**src/rtl/assert_macros.svh**
```systemverilog
// Assertion helpers shared by the RTL files.
`ifndef ASSERT_MACROS_SVH
`define ASSERT_MACROS_SVH

// A condition that must hold at every clock edge out of reset.
`define ASSERT_ALWAYS(label, clk, rst_n, cond) \
  label: assert property (@(posedge clk) disable iff (!rst_n) (cond)) \
    else $error("%m: check failed");

// A consequence that must hold in the same cycle as its cause.
`define ASSERT_IMPLY(label, clk, rst_n, ante, cons) \
  label: assert property (@(posedge clk) disable iff (!rst_n) (ante) |-> (cons)) \
    else $error("%m: check failed");

`endif

```
**src/rtl/som_pkg.sv**
```systemverilog
package som_pkg;

  localparam int LIMB_W = 32;
  localparam int NLIMB  = 8;

  localparam logic [2:0] FUNC_ADD = 3'd0;
  localparam logic [2:0] FUNC_SUB = 3'd1;
  localparam logic [2:0] FUNC_MUL = 3'd2;
  localparam logic [2:0] FUNC_NEG = 3'd3;
  localparam logic [2:0] FUNC_INV = 3'd4;
  localparam logic [2:0] FUNC_RED = 3'd5;

  // Group order n, 2^256 - n used to fold upper halves, and the inversion exponent n - 2.
  localparam logic [255:0] ORDER_N =
    256'hFFFFFFFFFFFFFFFFFFFFFFFFFFFFFFFEBAAEDCE6AF48A03BBFD25E8CD0364141;
  localparam logic [255:0] FOLD_C =
    256'h000000000000000000000000000000014551231950B75FC4402DA1732FC9BEBF;
  localparam logic [255:0] EXP_INV =
    256'hFFFFFFFFFFFFFFFFFFFFFFFFFFFFFFFEBAAEDCE6AF48A03BBFD25E8CD036413F;

  typedef enum logic [2:0] {
    OP_ADD, OP_SUB, OP_MUL, OP_NEG, OP_INV, OP_RED, OP_NONE
  } op_t;

  typedef struct packed {
    op_t          op;
    logic [255:0] x;
    logic [255:0] y;
  } q_entry_t;

endpackage

```
**src/rtl/som_if.sv**
```systemverilog
interface som_in_if;
  logic        valid;
  logic        ready;
  logic [2:0]  func;
  logic [63:0] a_w3;
  logic [63:0] a_w2;
  logic [63:0] a_w1;
  logic [63:0] a_w0;
  logic [63:0] b_w3;
  logic [63:0] b_w2;
  logic [63:0] b_w1;
  logic [63:0] b_w0;

  modport source (output valid, func, a_w3, a_w2, a_w1, a_w0, b_w3, b_w2, b_w1, b_w0,
                  input ready);
  modport sink (input valid, func, a_w3, a_w2, a_w1, a_w0, b_w3, b_w2, b_w1, b_w0,
                output ready);
endinterface


```
**src/rtl/som_front.sv**
```systemverilog
module som_front (
  som_in_if.sink            in_s,
  input  logic              full,
  output logic              push,
  output som_pkg::q_entry_t push_data
);

  logic [255:0] a_raw;
  logic [255:0] b_raw;
  logic [256:0] a_dn;
  logic [256:0] b_dn;
  logic [255:0] a_red;
  logic [255:0] b_red;
  som_pkg::op_t op;

  assign a_raw = {in_s.a_w3, in_s.a_w2, in_s.a_w1, in_s.a_w0};
  assign b_raw = {in_s.b_w3, in_s.b_w2, in_s.b_w1, in_s.b_w0};

  // Any 256-bit value is below 2n, so one conditional subtract reduces it.
  assign a_dn  = {1'b0, a_raw} - {1'b0, som_pkg::ORDER_N};
  assign b_dn  = {1'b0, b_raw} - {1'b0, som_pkg::ORDER_N};
  assign a_red = a_dn[256] ? a_raw : a_dn[255:0];
  assign b_red = b_dn[256] ? b_raw : b_dn[255:0];

  always_comb begin
    unique case (in_s.func)
      som_pkg::FUNC_ADD: op = som_pkg::OP_ADD;
      som_pkg::FUNC_SUB: op = som_pkg::OP_SUB;
      som_pkg::FUNC_MUL: op = som_pkg::OP_MUL;
      som_pkg::FUNC_NEG: op = som_pkg::OP_NEG;
      som_pkg::FUNC_INV: op = som_pkg::OP_INV;
      som_pkg::FUNC_RED: op = som_pkg::OP_RED;
      default:           op = som_pkg::OP_NONE;
    endcase
  end

  // The wide reduction works on the raw 512-bit value.
  assign push_data.op = op;
  assign push_data.x  = (op == som_pkg::OP_RED) ? a_raw : a_red;
  assign push_data.y  = (op == som_pkg::OP_RED) ? b_raw : b_red;

  assign in_s.ready = !full;
  assign push       = in_s.valid && !full;

endmodule

```
**src/flat_wrapper.sv**
```systemverilog
// flat-port wrapper written by rule: the top's interface ports become plain ports
module som_front_flat 
  (full, push, push_data, in_s_valid, in_s_func, in_s_a_w3, in_s_a_w2, in_s_a_w1, in_s_a_w0, in_s_b_w3, in_s_b_w2, in_s_b_w1, in_s_b_w0, in_s_ready);
  som_in_if in_s_i ();
  input  logic full;
  output logic push;
  output som_pkg::q_entry_t push_data;
  input wire logic [$bits(in_s_i.valid)-1:0] in_s_valid;
  input wire logic [$bits(in_s_i.func)-1:0] in_s_func;
  input wire logic [$bits(in_s_i.a_w3)-1:0] in_s_a_w3;
  input wire logic [$bits(in_s_i.a_w2)-1:0] in_s_a_w2;
  input wire logic [$bits(in_s_i.a_w1)-1:0] in_s_a_w1;
  input wire logic [$bits(in_s_i.a_w0)-1:0] in_s_a_w0;
  input wire logic [$bits(in_s_i.b_w3)-1:0] in_s_b_w3;
  input wire logic [$bits(in_s_i.b_w2)-1:0] in_s_b_w2;
  input wire logic [$bits(in_s_i.b_w1)-1:0] in_s_b_w1;
  input wire logic [$bits(in_s_i.b_w0)-1:0] in_s_b_w0;
  output wire logic [$bits(in_s_i.ready)-1:0] in_s_ready;
  assign in_s_i.valid = in_s_valid;
  assign in_s_i.func = in_s_func;
  assign in_s_i.a_w3 = in_s_a_w3;
  assign in_s_i.a_w2 = in_s_a_w2;
  assign in_s_i.a_w1 = in_s_a_w1;
  assign in_s_i.a_w0 = in_s_a_w0;
  assign in_s_i.b_w3 = in_s_b_w3;
  assign in_s_i.b_w2 = in_s_b_w2;
  assign in_s_i.b_w1 = in_s_b_w1;
  assign in_s_i.b_w0 = in_s_b_w0;
  assign in_s_ready = in_s_i.ready;
  som_front u_core (.in_s(in_s_i), .full(full), .push(push), .push_data(push_data));
endmodule
```
**config.mk**
```make
export PLATFORM = sky130hd
export DESIGN_NAME = som_front_flat
export DESIGN_NICKNAME = d
export VERILOG_FILES = /design/src/rtl/assert_macros.svh /design/src/rtl/som_pkg.sv /design/src/rtl/som_if.sv /design/src/rtl/som_front.sv /design/src/flat_wrapper.sv
export SDC_FILE = /design/constraint.sdc
export NUM_CORES = 1
export LEC_CHECK = 0
export BUFFER_PORTS_ARGS = -buffer_cell sky130_fd_sc_hd__buf_4
export CAP_MARGIN = 10
export CORE_AREA = 2 2 405 407
export DETAILED_ROUTE_END_ITERATION = 10
export DIE_AREA = 0 0 407 409
export GPL_ROUTABILITY_DRIVEN = 1
export PLACE_DENSITY = 0.31
export RECOVER_POWER = 25
export SLEW_MARGIN = 5
export SYNTH_ARGS = -nofsm -noshare
export SYNTH_HDL_FRONTEND = slang
export SYNTH_SLANG_ARGS = --single-unit
```
**constraint.sdc**
```tcl
create_clock -name vclk -period 6.06
set_clock_uncertainty 0.1 [all_clocks]
set_input_delay 1.212 -clock vclk [all_inputs]
set_output_delay 1.212 -clock vclk [all_outputs]
set_load 0.05 [all_outputs]
```
==> results.yml <==
outcome:
  status: "complete, no violations"
floorplanning:
  coreArea_um2: 162000
  dieArea_um2: 166500
  dieHeight_um: 409
  floorplan.initialDensity: 0.07779
  die-width_um: 407
  rows: 148
  boundaryPins: 1034
hold_path:
  hp-class: "in -> out"
  holdCritStartpoint: "in_s_b_w0[59]"
  worst_hold_path.endpoint: "push_data[59]"
  hold_path_depth: 3
global_route:
  groute.usage.overall: 0.2058
  first_pass_grt_wire_length_um: 228300
  antenna_found_initial: 87
  globalRouteOverflowTotal: 0
  grt_max_degree: 46
  grt_pass1_vias: 22349
sta:
  worst_slew_pin_slew_ns: 0.8414
  fin_ws_ns: 0.07416
  share_of_the_clock_period_used_by_the_worst_path_after_layout: 0.9878
  final-hold-violation-count: 0
  slew_headroom: 0.4415
  fmax_ghz: 0.1671
  final.hold.worst_slack_ns: 2.652
  rsz0062_at_grt: "true"
  period_needed_ns: 5.986
  report.final.slew_viol_count: 0
  timing.final.setup_violations: 0
yosys:
  yosysSeqAreaShare: 0
  mappedNetlistArea_um2: 12600
  synth_fp_nets: 2581
  postSynthAreaPerCell_um2: 6.113
  post_synth_inst_count: 2062
  ys_warns: 0
  synthDistinctLibCells: 86
critical_path:
  critical_path_arrival_ns: 4.67
  critical_path.endpoint_type: "primary output"
  worstPathRequired_ns: 4.75
  critPathLaunchType: "primary input"
  worstSetupPathType: "in -> out"
  highest_net_fanout_along_the_worst_path: 11
final_layout:
  mostFrequentLayoutCell: "sky130_fd_sc_hd__buf_4"
  drive_gt1_frac: 0.4268
  final_core_utilization: 0.1546
  synthToLayoutAreaGrowth_pct: 98.73
  seq_cell_count: 0
  final.clkbuf_count: 0
  layout.cells.most_common_list: "1157 x sky130_fd_sc_hd__buf_4, 262 x sky130_fd_sc_hd__and2_1, 189 x sky130_fd_sc_hd__nand2_1"
  instances_no_fill: 5459
  n_fill_cell: 19073
  ff_latch_area_um2: 0
  finish.net_count: 3773
place:
  portBuffers: 1034
  post-dp-hpwl_um: 166300
  detailedPlace.worstSlack_ns: -0.2996
  gp_congestion: 0.9400
  place.detailed.instances: 5418
detailed_routing:
  dr.first_iter.drc_count: 1846
  dr_total_vias: 22697
  drt-wirelength-per-cell_um: 33.40
  drt_wl_total_um: 182300
  ant_nets: 0
  drc: 0
  vias_per_cell: 4.158
  drt_first_pass_iters: 5
power:
  ir_drop_v: 0.00005525
  post_layout_power_uw: 2234
  static-leakage-power_uw: 0.01026
  power.density_cell_area_nw_per_um2: 89.19
flow_run:
  max_cap_violations: 0
## cell usage after synthesis, types with 10 or more instances
library cell	n	area, µm²
sky130_fd_sc_hd__and2_1	266	1664
sky130_fd_sc_hd__nand2_1	189	709.4
sky130_fd_sc_hd__nor2_1	186	698.2
sky130_fd_sc_hd__nand4_1	158	988.5
sky130_fd_sc_hd__xnor2_1	152	1331
sky130_fd_sc_hd__xor2_1	102	893.4
sky130_fd_sc_hd__a21oi_1	96	480.5
sky130_fd_sc_hd__o21ai_0	93	465.5
sky130_fd_sc_hd__clkbuf_1	88	330.3
sky130_fd_sc_hd__nand3_1	83	415.4
sky130_fd_sc_hd__nor3_1	65	325.3
sky130_fd_sc_hd__nor4_1	59	369.1
sky130_fd_sc_hd__inv_1	40	150.1
sky130_fd_sc_hd__or2_2	28	175.2
sky130_fd_sc_hd__buf_2	27	135.1
sky130_fd_sc_hd__a31oi_1	26	162.7
sky130_fd_sc_hd__and3_1	26	162.7
sky130_fd_sc_hd__o21a_1	26	195.2
sky130_fd_sc_hd__o211ai_1	24	180.2
sky130_fd_sc_hd__a21o_1	23	172.7
sky130_fd_sc_hd__or3_1	20	125.1
sky130_fd_sc_hd__nor2b_1	18	112.6
sky130_fd_sc_hd__nand2b_1	16	100.1
sky130_fd_sc_hd__nand4b_1	13	113.9
sky130_fd_sc_hd__a211oi_1	12	90.09
sky130_fd_sc_hd__o21bai_1	12	90.09
sky130_fd_sc_hd__a211o_1	11	96.34
sky130_fd_sc_hd__a21boi_0	11	82.58
sky130_fd_sc_hd__nand3b_1	10	75.07
sky130_fd_sc_hd__o31a_1	10	87.58
sky130_fd_sc_hd__o31ai_1	10	75.07
sky130_fd_sc_hd__or4_1	10	75.07
## worst max path at each step
stage             startpoint        endpoint  slack [ns]  depth (start not counted)
3_5_place_dp   in_s_a_w0[47]  push_data[280]       -0.30                         14
3_3_place_gp   in_s_a_w0[47]  push_data[356]       -0.32                         14
4_1_cts        in_s_a_w0[38]  push_data[280]       -0.01                         14
2_1_floorplan  in_s_a_w0[53]  push_data[257]        0.21                         11
6_report        in_s_a_w0[5]  push_data[455]        0.07                         15
5_1_grt         in_s_b_w0[4]  push_data[120]       -0.01                         16
## cells by family after synthesis
group                      synth area share
and+or+nand+nor                      0.5282
AOI/OAI and AO/OA                    0.2430
xor gates and xnor gates             0.1765
buffers and inverters               0.05033
adders and majority gates          0.001985
## per-stage QoR
step	TNS (ns)	area (µm²)
final	0	25050
after global routing	-0.01370	24970
after CTS	-0.01464	24970
after detailed placement	-6.559	24880
after global placement	-9.616	24880
after floorplan	0	12600
## power breakdown
group          internal (µW)  switching, µW  total, µW  leakage (µW)
Sequential                 0              0          0             0
Clock               0.000534              0   0.000534   0.000000209
Combinational            686           1550       2230        0.0103
Total                    686           1550       2230        0.0103
## per-layer routing
| metal | wire length [µm] | GRT usage | up-vias |
|---|---|---|---|
| li1 | - | - | 9987 |
| met2 | 90060 | 0.3641 | 1093 |
| met3 | 13880 | 0.05469 | 222 |
| met4 | 5335 | 0.04994 | 106 |
| met5 | 693 | 0 | - |
| met1 | 72340 | 0.2438 | 11289 |
## what timing repair did
action,in CTS,in global routing
resized for setup,16,40
gates cloned,0,2
pin swaps,3,13
hold buffers,0,0
buffers inserted,2,5
endpoints found under the setup margin,134,163
## cell type report
type | count | area (µm²) | area share
diodes | 32 | 80.08 | 0.003197
inverters | 40 | 150.1 | 0.005994
multi-input cells | 1905 | 12210 | 0.4876
well taps | 2175 | 2721 | 0.1086
repair buffers | 1307 | 9884 | 0.3946
## critical path, stage by stage
cell,delay [ns]
sky130_fd_sc_hd__buf_4,0.12
sky130_fd_sc_hd__or4_4,0.57
sky130_fd_sc_hd__o311a_4,0.36
sky130_fd_sc_hd__o31ai_4,0.30
sky130_fd_sc_hd__a31o_2,0.24
sky130_fd_sc_hd__a21oi_1,0.10
sky130_fd_sc_hd__buf_4,0.18
sky130_fd_sc_hd__o211ai_1,0.25
sky130_fd_sc_hd__a21boi_1,0.13
sky130_fd_sc_hd__o21a_1,0.21
sky130_fd_sc_hd__o21ai_4,0.21
sky130_fd_sc_hd__buf_12,0.22
sky130_fd_sc_hd__clkbuf_16,0.19
sky130_fd_sc_hd__and2_1,0.14
sky130_fd_sc_hd__buf_4,0.20
Note: power is estimated with default switching activity, not from simulation.
