===== config.mk =====
export PLATFORM = sky130hd
export DESIGN_NAME = som_queue
export DESIGN_NICKNAME = d
export VERILOG_FILES = /design/src/rtl/som_pkg.sv /design/src/rtl/som_queue.sv
export VERILOG_INCLUDE_DIRS = /design/src /design/src/rtl
export SDC_FILE = /design/constraint.sdc
export NUM_CORES = 1
export LEC_CHECK = 0
export BUFFER_PORTS_ARGS = -buffer_cell sky130_fd_sc_hd__clkbuf_2
export CORE_AREA = 5 5 401 403
export CTS_CLUSTER_SIZE = 28
export DETAILED_ROUTE_END_ITERATION = 8
export DIE_AREA = 0 0 406 408
export PLACE_DENSITY_LB_ADDON = 0.12
export SLEW_MARGIN = 15
export SYNTH_ARGS = -nofsm -noshare
export SYNTH_HDL_FRONTEND = slang
export SYNTH_SLANG_ARGS = --single-unit
export TNS_END_PERCENT = 10

===== constraint.sdc =====
create_clock -name clk -period 60.2 [get_ports clk]
set_input_delay 12.04 -clock clk [delete_from_list [all_inputs] [get_ports clk]]
set_output_delay 12.04 -clock clk [all_outputs]
set_load 0.05 [all_outputs]

===== src/rtl/assert_macros.svh =====
// Assertion helpers shared by the RTL files.
`ifndef ASSERT_MACROS_SVH
`define ASSERT_MACROS_SVH

// A condition that must hold at every clock edge out of reset.
`define ASSERT_ALWAYS(label, clk, rst_n, cond) \
  label: assert property (@(posedge clk) disable iff (!rst_n) (cond)) \
    else $error("%m: check failed");

// A consequence that must hold in the same cycle as its cause.
`define ASSERT_IMPLY(label, clk, rst_n, ante, cons) \
  label: assert property (@(posedge clk) disable iff (!rst_n) (ante) |-> (cons)) \
    else $error("%m: check failed");

`endif


===== src/rtl/som_pkg.sv =====
package som_pkg;

  localparam int LIMB_W = 32;
  localparam int NLIMB  = 8;

  localparam logic [2:0] FUNC_ADD = 3'd0;
  localparam logic [2:0] FUNC_SUB = 3'd1;
  localparam logic [2:0] FUNC_MUL = 3'd2;
  localparam logic [2:0] FUNC_NEG = 3'd3;
  localparam logic [2:0] FUNC_INV = 3'd4;
  localparam logic [2:0] FUNC_RED = 3'd5;

  // Group order n, 2^256 - n used to fold upper halves, and the inversion exponent n - 2.
  localparam logic [255:0] ORDER_N =
    256'hFFFFFFFFFFFFFFFFFFFFFFFFFFFFFFFEBAAEDCE6AF48A03BBFD25E8CD0364141;
  localparam logic [255:0] FOLD_C =
    256'h000000000000000000000000000000014551231950B75FC4402DA1732FC9BEBF;
  localparam logic [255:0] EXP_INV =
    256'hFFFFFFFFFFFFFFFFFFFFFFFFFFFFFFFEBAAEDCE6AF48A03BBFD25E8CD036413F;

  typedef enum logic [2:0] {
    OP_ADD, OP_SUB, OP_MUL, OP_NEG, OP_INV, OP_RED, OP_NONE
  } op_t;

  typedef struct packed {
    op_t          op;
    logic [255:0] x;
    logic [255:0] y;
  } q_entry_t;

endpackage


===== src/rtl/som_queue.sv =====
`include "assert_macros.svh"

module som_queue #(
  parameter int DEPTH = 2
) (
  input  logic              clk,
  input  logic              rst_n,
  input  logic              push,
  input  som_pkg::q_entry_t push_data,
  output logic              full,
  input  logic              pop,
  output som_pkg::q_entry_t head,
  output logic              not_empty
);

  localparam int PTR_W = $clog2(DEPTH);
  localparam int CNT_W = $clog2(DEPTH + 1);

  som_pkg::q_entry_t mem_r [DEPTH];
  logic [PTR_W-1:0]  wr_ptr_r;
  logic [PTR_W-1:0]  rd_ptr_r;
  logic [CNT_W-1:0]  count_r;

  assign full      = (count_r == CNT_W'(DEPTH));
  assign not_empty = (count_r != '0);
  assign head      = mem_r[rd_ptr_r];

  always_ff @(posedge clk) begin
    if (!rst_n) begin
      wr_ptr_r <= '0;
      rd_ptr_r <= '0;
      count_r  <= '0;
    end else begin
      if (push) begin
        mem_r[wr_ptr_r] <= push_data;
        wr_ptr_r <= (wr_ptr_r == PTR_W'(DEPTH - 1)) ? '0 : wr_ptr_r + 1'b1;
      end
      if (pop) begin
        rd_ptr_r <= (rd_ptr_r == PTR_W'(DEPTH - 1)) ? '0 : rd_ptr_r + 1'b1;
      end
      count_r <= count_r + CNT_W'(push) - CNT_W'(pop);
    end
  end

  `ASSERT_ALWAYS(a_q_count_bound, clk, rst_n, count_r <= CNT_W'(DEPTH))
  `ASSERT_IMPLY(a_q_empty_ptrs, clk, rst_n, count_r == '0, wr_ptr_r == rd_ptr_r)
  `ASSERT_IMPLY(a_q_no_push_full, clk, rst_n, full, !push)

endmodule


==> impl_metrics.xml, run 1 <==
<?xml version="1.0" encoding="UTF-8"?>
<metrics>
  <group name="logic_synthesis">
    <metric name="seq_area_frac_synth" unit="%">80.0</metric>
    <metric name="synth_fp_nets" unit="">2145</metric>
    <metric name="syn_inst" unit="">1624</metric>
    <metric name="yosys_register_bits" unit="">1035</metric>
    <metric name="synth.lib_cells_used.distinct" unit="">17</metric>
    <metric name="syn-mean-instance-area" unit="um2">23.9</metric>
    <metric name="yosysWarnings" unit="">0</metric>
    <metric name="syn-cell-area" unit="mm2">0.0388</metric>
  </group>
  <group name="route">
    <metric name="detail_route.wirelength" unit="mm">115</metric>
    <metric name="routed_via_density" unit="">4.00</metric>
    <metric name="drt-pass1-iter-count" unit="">4</metric>
    <metric name="detail-route-antenna-nets" unit="">0</metric>
    <metric name="dr.first_iter.drc_count" unit="">861</metric>
    <metric name="drc_errors" unit="">0</metric>
    <metric name="num_vias" unit="">19700</metric>
    <metric name="routed_wire_length_per_instance" unit="um">23.3</metric>
  </group>
  <group name="timing">
    <metric name="clock.fmax" unit="MHz">53.9</metric>
    <metric name="setup_viol_count_final" unit="">0</metric>
    <metric name="setup_total_negative_slack" unit="ns">0</metric>
    <metric name="min_period_over_period" unit="%">30.8</metric>
    <metric name="rsz_0062_raised_after_global_routing" unit="">false</metric>
    <metric name="slew-limit-headroom" unit="%">23.6</metric>
    <metric name="actual_slew_at_the_worst_max_slew_pin" unit="ns">1.15</metric>
    <metric name="finClkSkew" unit="ns">0.0295</metric>
    <metric name="post-route-min-period" unit="ns">18.54</metric>
    <metric name="finalWorstSetupSlack" unit="ns">41.66</metric>
    <metric name="slew_viol_final" unit="">0</metric>
    <metric name="finalHoldViolations" unit="">0</metric>
  </group>
  <group name="global_route">
    <metric name="groute.usage.overall" unit="%">13.3</metric>
    <metric name="gr-total-overflow" unit="">0</metric>
    <metric name="first_global_vias" unit="">21500</metric>
    <metric name="number_of_antenna_violations_at_the_first_check_in_global_routing" unit="">57</metric>
    <metric name="grt_first_pass_wirelength" unit="mm">157</metric>
    <metric name="grt_max_degree" unit="">153</metric>
  </group>
  <group name="power">
    <metric name="cell_internal_pwr" unit="mW">1.31</metric>
    <metric name="power_density" unit="mW/mm2">35.8</metric>
    <metric name="clockPowerShare" unit="%">38.6</metric>
    <metric name="share_seq_of_total_power" unit="%">46.4</metric>
    <metric name="ir_drop" unit="V">0.0000227</metric>
    <metric name="switching_power" unit="mW">0.484</metric>
    <metric name="power.share.combinational" unit="%">15.0</metric>
    <metric name="leakage" unit="nW">19.0</metric>
    <metric name="p_sw_share" unit="%">27.0</metric>
  </group>
  <group name="clock_network">
    <metric name="tritoncts_clock_tree" unit="">built</metric>
    <metric name="clock_latency" unit="ns">0.70</metric>
    <metric name="clock_path_buffers" unit="">3</metric>
    <metric name="cts.hold.buffers_added" unit="">0</metric>
    <metric name="ctsResizeCount" unit="">0</metric>
    <metric name="postCtsSetupRepairBufs" unit="">0</metric>
    <metric name="numClockSinks" unit="">1035</metric>
    <metric name="path_clk_slew" unit="ns">0.06</metric>
    <metric name="ctsHtreeMaxLevel" unit="">3</metric>
    <metric name="ctsRootBufferMaster" unit="">sky130_fd_sc_hd__clkbuf_16</metric>
    <metric name="cts_inserted_buffers" unit="">118</metric>
  </group>
  <group name="placed_design">
    <metric name="placed_wire_length_estimate" unit="mm">84.7</metric>
    <metric name="last_weighted_congestion_value_of_the_routability_driven_placer" unit="">0.796</metric>
    <metric name="dp_slack" unit="ns">42.25</metric>
    <metric name="port-buffer-count" unit="">1035</metric>
    <metric name="placed_cell_area" unit="mm2">0.0463</metric>
  </group>
  <group name="floorplanning">
    <metric name="core_area" unit="mm2">0.157</metric>
    <metric name="fp-row-count" unit="">146</metric>
    <metric name="floorplan.initialDensity" unit="%">24.7</metric>
    <metric name="io-pin-count" unit="">1036</metric>
    <metric name="die_x" unit="um">406</metric>
    <metric name="dieArea" unit="mm2">0.166</metric>
    <metric name="die-height" unit="um">408</metric>
  </group>
  <group name="worst_setup_path">
    <metric name="worstSetupStartpointType" unit="">register</metric>
    <metric name="worst_path_most_repeated_cell" unit="">sky130_fd_sc_hd__buf_4</metric>
    <metric name="critPathArrivalTime" unit="ns">6.50</metric>
    <metric name="data_required_time_at_the_worst_endpoint" unit="ns">48.16</metric>
    <metric name="worst-path-max-fanout" unit="">70</metric>
    <metric name="critical_path.max_stage_delay" unit="ns">0.86</metric>
    <metric name="cp_slowest_cell" unit="">sky130_fd_sc_hd__buf_4</metric>
    <metric name="timing.critical_path.cells" unit="">buf_4, buf_4, buf_4, buf_4, buf_4, mux2_2, clkbuf_2</metric>
    <metric name="timing.setup.critical_path_class" unit="">register to primary output</metric>
    <metric name="critPathCaptureType" unit="">primary output</metric>
  </group>
  <group name="finish">
    <metric name="filler_cell_count" unit="">15400</metric>
    <metric name="flow.area_growth_from_synthesis" unit="%">29.0</metric>
    <metric name="number_of_nets_in_the_layout" unit="">3265</metric>
    <metric name="commonest_non_fill_non_tap_cell_in_the_layout" unit="">sky130_fd_sc_hd__clkbuf_2</metric>
    <metric name="final_design_area_no_fill" unit="mm2">0.0501</metric>
    <metric name="layout_common_cells" unit="">1035 x sky130_fd_sc_hd__clkbuf_2, 1030 x sky130_fd_sc_hd__edfxtp_1, 350 x sky130_fd_sc_hd__mux2_4</metric>
    <metric name="share_of_final_layout_standard_cells_stronger_than_drive_strength_1" unit="%">61.2</metric>
  </group>
  <group name="run_status">
    <metric name="run_status" unit="">finished clean</metric>
  </group>
  <group name="min_path">
    <metric name="hold_path_class" unit="">register to register</metric>
  </group>
  <group name="job">
    <metric name="cap_viol_max_count" unit="">0</metric>
  </group>
</metrics>
[final timing paths]
path / from / endpoint / slack (ns) / cells after the start
worst min-delay path: rd_ptr_r$_SDFFE_PN0P_ / register / 0.56 / 2
worst max-delay path: register / head[504] / 41.66 / 7
worst min register to register: rd_ptr_r$_SDFFE_PN0P_ / register / 0.56 / 2
worst max register to register: wr_ptr_r$_SDFFE_PN0P_ / mem_r[1][454]$_DFFE_PP_ / 56.08 / 4
[cell families (layout without fill, tap and decap cells)]
kind of cell / count (synthesis) / in the layout / synth area share [%]
muxes: 515 / 515 / 18.3
other: 0 / 22 / 0
buffers and inverters: 59 / 1269 / 1.39
DFF: 1035 / 1035 / 80.0
adders and majority gates: 2 / 2 / 0.0645
and+or+nand+nor: 10 / 10 / 0.148
xor gates and xnor gates: 3 / 3 / 0.103
[power groups by stage]
| stage | registers (mW) | clock network, mW | logic (mW) |
|---|---|---|---|
| floorplan | 0.866 | 0 | 0.198 |
| global placement | 0.847 | 0 | 0.271 |
| detailed placement | 0.848 | 0 | 0.273 |
| CTS | 0.833 | 0.721 | 0.274 |
| global route | 0.834 | 0.752 | 0.281 |
| finish | 0.832 | 0.691 | 0.268 |
[stage by stage]
stage / power, mW / instances / hold WS (ns) / utilization [%]
5_1_grt: 1.87 / 4915 / 0.602 / 31.8
3_3_place_gp: 1.12 / 4696 / 0.572 / 29.4
4_1_cts: 1.83 / 4906 / 0.546 / 31.8
2_1_floorplan: 1.06 / 1624 / 0.555 / -
3_5_place_dp: 1.12 / 4696 / 0.573 / 29.4
6_report: 1.79 / 4928 / 0.563 / 31.9
[per-layer routing]
layer	vias up	share of wire [%]	track usage [%]
met3	200	11	6.86
met5	-	0.26	0
met4	44	2.4	3.86
li1	8810	-	-
met1	9893	34	13.2
met2	758	52	24.0
[registers in the layout (all words and copies together), names as in the netlist, named ones only]
register and flops:
mem_r 1030, count_r 2, rd_ptr_r 1, wr_ptr_r 1
[cells in the mapped netlist (all sizes together)]
master	instances	share of area (%)
and2	4	0.064
and3	1	0.016
buf	57	1.4
dfxtp	5	0.26
edfxtp	1030	80
ha	2	0.064
inv	2	0.019
mux2	515	18
nand2	1	0.0097
nor2	1	0.0097
nor2b	2	0.032
or2	1	0.016
xnor3	1	0.058
xor2	2	0.045
[final cells by class]
class / instances / area, um2 / area share [%]
sequential: 1035 / 31000 / 62.0
multi-input combinational: 530 / 7250 / 14.5
timing repair buffer: 1057 / 5380 / 10.8
clock buffer: 146 / 3100 / 6.19
tap: 2072 / 2590 / 5.18
clock inverter: 64 / 646 / 1.29
antenna: 22 / 55.1 / 0.110
inverter: 2 / 7.51 / 0.0150
[critical path: cells and delay by family (launching register included)]
kind	cells	cell delay, ns
flip-flops	1	0.66
multiplexers	1	0.41
buffers and inverters	6	4.42
Power figures use the tool's default switching activity.
==> run 2: changes to the inputs <==
- clock period: 60.2 -> 16.9 ns (I/O delays scaled with it)
==> run 2 against run 1 <==
Against the previous run: via count decreased by 0.92%; core utilization increased by 0.068 points; critical path depth is 2 lower; clock skew up 0.0028 ns; sequential share of layout area is 0.13 points lower; sequential power grew to 3.6 times the previous value; first-iteration DRC count is 6.3% higher; count of clock-buffer cells in the layout fell by 10; flip-flop and latch count stayed put; die area unchanged.
==> impl_metrics.xml, run 2 (synthesis results as in run 1) <==
<?xml version="1.0" encoding="UTF-8"?>
<metrics>
  <group name="timing">
    <metric name="slew-limit-headroom" unit="%">18.0</metric>
    <metric name="finClkSkew" unit="ns">0.0323</metric>
    <metric name="slew_viol_final" unit="">0</metric>
    <metric name="clock.fmax" unit="MHz">124</metric>
    <metric name="setup_total_negative_slack" unit="ns">0</metric>
    <metric name="setup_viol_count_final" unit="">0</metric>
    <metric name="post-route-min-period" unit="ns">8.04</metric>
    <metric name="finalWorstSetupSlack" unit="ns">8.86</metric>
    <metric name="actual_slew_at_the_worst_max_slew_pin" unit="ns">1.23</metric>
    <metric name="holdWs" unit="ns">0.572</metric>
    <metric name="min_period_over_period" unit="%">47.6</metric>
    <metric name="rsz_0062_raised_after_global_routing" unit="">false</metric>
    <metric name="finalHoldViolations" unit="">0</metric>
  </group>
  <group name="route">
    <metric name="dr.first_iter.drc_count" unit="">915</metric>
    <metric name="drt-pass1-iter-count" unit="">4</metric>
    <metric name="num_vias" unit="">19500</metric>
    <metric name="routed_wire_length_per_instance" unit="um">23.0</metric>
    <metric name="routed_via_density" unit="">3.96</metric>
    <metric name="detail_route.wirelength" unit="mm">114</metric>
    <metric name="drc_errors" unit="">0</metric>
    <metric name="detail-route-antenna-nets" unit="">0</metric>
  </group>
  <group name="global_route">
    <metric name="grt.met3_usage" unit="%">7.06</metric>
    <metric name="use_met2" unit="%">23.0</metric>
    <metric name="gr-total-overflow" unit="">0</metric>
    <metric name="number_of_antenna_violations_at_the_first_check_in_global_routing" unit="">54</metric>
    <metric name="groute.usage.overall" unit="%">13.1</metric>
    <metric name="grt.busiest_layer" unit="">met2</metric>
    <metric name="grt_util_met1" unit="%">13.1</metric>
    <metric name="first_global_vias" unit="">21300</metric>
    <metric name="grt_max_degree" unit="">162</metric>
    <metric name="grt_first_pass_wirelength" unit="mm">155</metric>
  </group>
  <group name="clock_network">
    <metric name="postCtsSetupRepairBufs" unit="">0</metric>
    <metric name="tritoncts_clock_tree" unit="">built</metric>
    <metric name="path_clk_slew" unit="ns">0.05</metric>
    <metric name="cts.hold.buffers_added" unit="">0</metric>
    <metric name="clock_latency" unit="ns">0.71</metric>
    <metric name="numClockSinks" unit="">1035</metric>
    <metric name="ctsHtreeMaxLevel" unit="">3</metric>
    <metric name="cts_inserted_buffers" unit="">116</metric>
    <metric name="ctsResizeCount" unit="">0</metric>
    <metric name="clock_path_buffers" unit="">3</metric>
    <metric name="ctsRootBufferMaster" unit="">sky130_fd_sc_hd__clkbuf_16</metric>
  </group>
  <group name="power">
    <metric name="cell_internal_pwr" unit="mW">4.70</metric>
    <metric name="ir_drop" unit="V">0.0000926</metric>
    <metric name="switching_power" unit="mW">1.72</metric>
    <metric name="leakage" unit="nW">19.1</metric>
    <metric name="share_seq_of_total_power" unit="%">46.2</metric>
    <metric name="power_density" unit="mW/mm2">128</metric>
    <metric name="power.share.combinational" unit="%">14.9</metric>
    <metric name="p_sw_share" unit="%">26.8</metric>
    <metric name="clockPowerShare" unit="%">39.0</metric>
  </group>
  <group name="worst_setup_path">
    <metric name="timing.critical_path.cells" unit="">buf_12, buf_4, buf_4, mux2_2, clkbuf_2</metric>
    <metric name="critPathCaptureType" unit="">primary output</metric>
    <metric name="data_required_time_at_the_worst_endpoint" unit="ns">13.52</metric>
    <metric name="cp_slowest_cell" unit="">sky130_fd_sc_hd__buf_4</metric>
    <metric name="worstSetupStartpointType" unit="">register</metric>
    <metric name="worst-path-max-fanout" unit="">116</metric>
    <metric name="critical_path.max_stage_delay" unit="ns">0.82</metric>
    <metric name="timing.setup.critical_path_class" unit="">register to primary output</metric>
    <metric name="critPathArrivalTime" unit="ns">4.66</metric>
    <metric name="worst_path_most_repeated_cell" unit="">sky130_fd_sc_hd__buf_4</metric>
  </group>
  <group name="placed_design">
    <metric name="placed_wire_length_estimate" unit="mm">84.2</metric>
    <metric name="dp_slack" unit="ns">9.32</metric>
    <metric name="numPlacedInstances" unit="">4693</metric>
    <metric name="port-buffer-count" unit="">1035</metric>
    <metric name="last_weighted_congestion_value_of_the_routability_driven_placer" unit="">0.815</metric>
  </group>
  <group name="floorplanning">
    <metric name="dieArea" unit="mm2">0.166</metric>
    <metric name="fp-row-count" unit="">146</metric>
    <metric name="io-pin-count" unit="">1036</metric>
    <metric name="core_area" unit="mm2">0.157</metric>
    <metric name="die-height" unit="um">408</metric>
    <metric name="die_x" unit="um">406</metric>
    <metric name="floorplan.initialDensity" unit="%">24.7</metric>
  </group>
  <group name="finish">
    <metric name="share_of_final_layout_standard_cells_stronger_than_drive_strength_1" unit="%">61.5</metric>
    <metric name="register_with_the_most_flip_flops" unit="">mem_r</metric>
    <metric name="number_of_flip_flops_in_the_largest_register" unit="">1030</metric>
    <metric name="finalNonFillerCells" unit="">4933</metric>
    <metric name="flow.area_growth_from_synthesis" unit="%">29.3</metric>
    <metric name="layout_common_cells" unit="">1035 x sky130_fd_sc_hd__clkbuf_2, 1030 x sky130_fd_sc_hd__edfxtp_1, 350 x sky130_fd_sc_hd__mux2_4</metric>
    <metric name="finish.utilization" unit="%">31.9</metric>
    <metric name="layout_top_registers" unit="">mem_r (1030), count_r (2)</metric>
    <metric name="number_of_nets_in_the_layout" unit="">3260</metric>
    <metric name="commonest_non_fill_non_tap_cell_in_the_layout" unit="">sky130_fd_sc_hd__clkbuf_2</metric>
  </group>
  <group name="run_status">
    <metric name="run_status" unit="">finished clean</metric>
  </group>
  <group name="job">
    <metric name="cap_viol_max_count" unit="">0</metric>
  </group>
  <group name="min_path">
    <metric name="hold_path_class" unit="">register to register</metric>
  </group>
</metrics>
==> run 2: cell types whose count changed in the layout (fill, tap and decap cells not counted) <==
cell,change
sky130_fd_sc_hd__bufinv_16,+4
sky130_fd_sc_hd__clkbuf_1,-8
sky130_fd_sc_hd__inv_6,-2
sky130_fd_sc_hd__clkinvlp_4,+2
sky130_fd_sc_hd__clkinv_2,+18
sky130_fd_sc_hd__buf_4,-5
sky130_fd_sc_hd__clkinv_8,+1
sky130_fd_sc_hd__clkinv_4,-4
sky130_fd_sc_hd__buf_12,+2
sky130_fd_sc_hd__clkinv_1,-1
sky130_fd_sc_hd__clkbuf_16,-2
==> run 2: layer usage <==
metal  wire (um)  vias to the layer above
met2       57600                      742
met4        3240                       46
met3       13300                      205
met5         296                        -
li1            -                     8791
met1       39100                     9739
==> run 2: critical path, delay by kind of cell, from the launching register on <==
kind	cells	cell delay (ns)
flops	1	0.74
mux	1	0.41
buf+inv	4	2.48
==> run 2: final timing paths <==
kind	startpoint	endpoint	slack (ns)	cells after the start
setup / recovery	register	head[511]	8.86	5
hold / removal	rd_ptr_r$_SDFFE_PN0P_	register	0.57	2
hold reg to reg	rd_ptr_r$_SDFFE_PN0P_	register	0.57	2
setup reg to reg	wr_ptr_r$_SDFFE_PN0P_	mem_r[0][511]$_DFFE_PP_	12.65	5
==> run 2: cell type report <==
type	count	area, um2
fillers	15500	107000
flip-flops and latches	1035	31000
multi-input cells	530	7250
repair buffers	1054	5390
clock buffers	136	3020
well taps	2072	2590
clock inverters	82	831
diodes	22	55.1
inverters	2	7.51
==> run 2: power groups by stage <==
stage | logic (mW) | clock network (mW) | registers, mW
floorplan | 0.707 | 0 | 3.05
global placement | 0.966 | 0 | 3.02
detailed placement | 0.974 | 0 | 3.02
CTS | 0.976 | 2.61 | 2.97
global route | 1.00 | 2.71 | 2.97
finish | 0.956 | 2.50 | 2.97
==> run 2: through the flow <==
stage | cell area (um2) | total power [mW]
3_3_place_gp | 46300 | 3.99
6_report | 50200 | 6.43
5_1_grt | 50100 | 6.69
2_1_floorplan | 38800 | 3.75
4_1_cts | 50100 | 6.55
3_5_place_dp | 46300 | 4.00
